### src/sv/mia_pkg.sv
`timescale 1ns / 1ps
package mia_pkg;

    // Elements per matrix and cofactor scaling
    localparam int MatSize   = 16;
    localparam int FracShift = 24;

endpackage

### src/sv/mia_loader.sv
`timescale 1ns / 1ps
module mia_loader
    import mia_pkg::*;
#(
    parameter int IN_WIDTH = 16
)
(
    input  logic                       clk,
    input  logic                       rst_n,
    input  logic                       in_valid,
    input  logic [IN_WIDTH-1:0]        in_data,
    input  logic                       eng_busy,
    output logic                       in_stall,
    output logic                       mat_valid,
    output logic [16*IN_WIDTH-1:0]     mat_data,
    input  logic                       mat_take
);

    // Front store and count
    logic [IN_WIDTH-1:0] store_reg [16];
    logic [3:0]          count_reg;
    logic                full_reg;
    logic                xfer;

    // Stall while a full matrix waits for the engine
    assign in_stall  = full_reg;
    assign xfer      = in_valid && !full_reg;
    assign mat_valid = full_reg;

    always_ff @(posedge clk)
    begin
        if (xfer)
        begin
            store_reg[count_reg] <= in_data;
        end
    end

    always_ff @(posedge clk or negedge rst_n)
    begin
        if (!rst_n)
        begin
            count_reg <= '0;
            full_reg  <= 1'b0;
        end
        else
        begin
            if (xfer)
            begin
                count_reg <= count_reg + 4'd1;
                if (count_reg == 4'd15)
                begin
                    full_reg <= 1'b1;
                end
            end
            else if (mat_take && !eng_busy)
            begin
                full_reg <= 1'b0;
            end
        end
    end

    // Flatten the matrix for the engine
    always_comb
    begin
        for (int i = 0; i < 16; i++)
        begin
            mat_data[i*IN_WIDTH +: IN_WIDTH] = store_reg[i];
        end
    end

endmodule

### config.mk
export PLATFORM = sky130hd
export DESIGN_NAME = mia_loader
export DESIGN_NICKNAME = d
export VERILOG_FILES = /design/src/sv/mia_pkg.sv /design/src/sv/mia_loader.sv
export SDC_FILE = /design/constraint.sdc
export NUM_CORES = 1
export LEC_CHECK = 0
export ABC_AREA = 1
export BUFFER_PORTS_ARGS = -buffer_cell sky130_fd_sc_hd__buf_2
export CORE_AREA = 2 2 139 141
export DETAILED_ROUTE_END_ITERATION = 10
export DIE_AREA = 0 0 141 143
export GPL_TIMING_DRIVEN = 0
export PLACE_DENSITY = 0.83
export SYNTH_ARGS = -nofsm -noshare
export SYNTH_HDL_FRONTEND = slang
export SYNTH_SLANG_ARGS = --single-unit
### constraint.sdc
create_clock -name clk -period 1.9 [get_ports clk]
set_input_delay 0.095 -clock clk [delete_from_list [all_inputs] [get_ports clk]]
set_output_delay 0.095 -clock clk [all_outputs]
set_load 0.01 [all_outputs]
==> flow_summary_export.csv <==
group,metric,value,unit
logic_synthesis,synth_area_leaders,"edfxtp_1 95%, dfrtp_1 1.5%, nor2_1 0.79%, ha_1 0.77%, nand2_1 0.70%",
routing,vias,4450,
clock_network,path_clk_slew,0.06,ns
place,dpl_cell_area,0.0101,sq mm
logic_synthesis,synthesis.instances,315,
routing,drcViolationCount,0,
die,rows,50,
logic_synthesis,synth_top_area_share,95.0,%
clock_network,cts_buffers,26,
critical_path,cp.arrival,2.04,ns
critical_path,worst_setup_path_start_kind,"flip-flop",
clock_network,cts-htree-levels,1,
critical_path,cp.depth,4,
logic_synthesis,syn_avg_cell_area,25.7,sq um
clock_network,root_buffer,"clkbuf_16",
die,dieWidth,141,um
timing,finalSetupViolations,0,
logic_synthesis,ys_seq_elements,261,
logic_synthesis,syn_area,0.00809,sq mm
die,fp.dieArea,0.0202,sq mm
finish,nFillCells,1305,
logic_synthesis,yosys_warnings,0,
hold_path,min-delay-start,"mat_take",
power_and_ir_drop,power_density,1210,mW/mm^2
logic_synthesis,yosys.cell_count.top_type,"edfxtp_1",
global_route,grt_max_degree,17,
routing,ant_nets,0,
critical_path,cp_cell_sequence,"nor2_4 > nand2_1 > nor2_4 > buf_8",
critical_path,startpoint,"in_stall",
critical_path,rrSetupSlack,0.07,ns
timing,whs,0.436,ns
logic_synthesis,synthesis.nets,341,
logic_synthesis,ys_top_cells_by_count,"256 x edfxtp_1, 17 x nor2_1, 15 x nand2_1",
clock_network,clk_latency,0.51,ns
finish,largest_reg_flops,256,
run,drv_cap,0,
clock_network,cts.sinks,261,
routing,avgViaCountPerCell,4.82,
finish,finalNetCount,698,
logic_synthesis,ys_seq_area_share,96.6,%
finish,multiInputGateArea,364,sq um
critical_path,r2r_end,"store_reg[9][1]",
logic_synthesis,async_flop_share,1.92,%
critical_path,path_max_fanout,9,
logic_synthesis,synth_edf_count,256,
timing,tightest_slew,0.471,ns
finish,antenna_cells,0,
timing,fin_crit_sh,96.4,%
timing,slew_viol_final,0,
clock_network,cts.path.max_buffers,3,
die,coreArea,0.0186,sq mm
logic_synthesis,yosysTopAreaCell,"edfxtp_1",
critical_path,cpMostUsedCell,"nor2_4",
place,port-buffer-count,278,
timing,fin_crit,1.83,ns
critical_path,reg2regPathDepth,4,
global_route,overflow,0,
finish,drive_gt1_share,52.2,%
die,initial_core_util,43.5,%
critical_path,crit_path_end_kind,"flip-flop",
timing,fmax,546,MHz
critical_path,cp_top_family,"simple AND/OR/NAND/NOR gates",
power_and_ir_drop,p_total,13.7,mW
power_and_ir_drop,max-vdd-ir-drop,0.000750,V
critical_path,critPathBufInv,1,
finish,areaGrowthSynthToFinish,39.9,%
global_route,grt_pass1_wl,27900,um
critical_path,slowest_stage,"dfrtp_1",
critical_path,slowest_delay,0.44,ns
place,place_congestion,0.782,
die,io-pin-count,279,
finish,finalInstanceArea,0.0113,sq mm
timing,hold_violations,0,
hold_path,min_path_type,"in -> reg",
outcome,status,"complete, no violations",
routing,wl_per_cell,22.2,um
global_route,grt.total_usage,19.3,%
logic_synthesis,synth_flop_cell,"edfxtp_1",
logic_synthesis,synthDistinctLibCells,13,
routing,wl,20500,um
global_route,antenna_found_initial,0,
critical_path,required,2.11,ns
timing,finClkSkew,0.0121,ns
finish,regArea,0.00781,sq mm
power_and_ir_drop,p_leak,4.29,nW
critical_path,crit_end,"store_reg[9][1]",
clock_network,cts_tree,"yes",
timing,fin_ws,0.0675,ns
routing,drt_iter0_markers,279,
timing,relSlewSlack,68.5,%
place,hpwl,13800,um
place,preCtsSetupSlack,-0.350,ns
die,fp.dieH,143,um
critical_path,path_class,"reg -> reg",
critical_path,worst_r2r_startpoint,"in_stall",
global_route,grt_pass1_vias,4337,
routing,drt_pre_antenna_iters,4,
==> worst min-delay path by stage <==
stage                         endpoint  slack, ns  depth (start not counted)
final                         in_stall       0.44                          5
after CTS                     in_stall       0.42                          5
after floorplan           count_reg[0]      -0.20                          0
after global routing          in_stall       0.45                          5
after detailed placement      in_stall      -0.08                          1
after global placement        in_stall      -0.08                          1
==> layout by cell type, fill, tap and decap left out, drive strengths merged <==
cell / synthesis / layout
xor2: 1 / 1
dlygate4sd3: 0 / 21
buf: 1 / 309
clkinvlp: 0 / 3
bufinv: 0 / 1
edfxtp: 256 / 256
nor2: 18 / 18
ha: 5 / 5
clkinv: 0 / 5
o21bai: 1 / 1
inv: 7 / 8
nand2: 15 / 15
clkbuf: 0 / 36
nand3: 3 / 3
dfrtp: 5 / 5
o21ai: 3 / 3
==> layer usage <==
layer	part of all wire, %	GRT usage [%]	vias to the layer above	routed length [um]
li1	-	-	1954	-
met4	2.3	5.89	0	466
met2	52	34.6	221	10700
met3	7.0	4.66	39	1440
met1	39	23.5	2236	7960
met5	0	0	-	0
==> layout make-up <==
class | count | area share, %
repair buffers | 329 | 17.8
multi-input cells | 46 | 3.22
well taps | 234 | 2.59
plain buffers | 1 | 0.0663
clock buffers | 36 | 6.27
flip-flops and latches | 261 | 69.0
clock inverters | 10 | 0.741
inverters | 7 | 0.232
==> per-stage QoR <==
step	instances	utilization (%)	setup TNS (ns)
after detailed placement	843	54.2	-9.88
after floorplan	315	-	0
final	924	60.9	0
after global routing	924	60.9	-0.0337
after CTS	913	60.0	-3.54
after global placement	827	52.6	-218.96
==> power by group <==
group	switching, mW	total, mW	internal [mW]
Sequential	0.165	7.08	6.92
Combinational	1.28	1.90	0.629
Clock	1.95	4.69	2.74
==> worst reg2reg max path, stage by stage (launching register included) <==
cell and delay, ns:
dfrtp_1 0.44, nor2_4 0.23, nand2_1 0.27, nor2_4 0.38, buf_8 0.21
==> kinds of logic after synthesis <==
kind of cell	synth area share, %
AOI/OAI and AO/OA	0.325
xor gates and xnor gates	0.108
adders and majority gates	0.773
buffers and inverters	0.418
DFF	96.6
and+or+nand+nor	1.81
==> repair_timing <==
item,4_1_cts,5_1_grt
buffers inserted,3,11
hold buffers,21,0
setup endpoints to repair,117,138
pin swaps,1,9
hold endpoints to repair,262,0
resized for setup,10,6
Power figures use the tool's default switching activity.
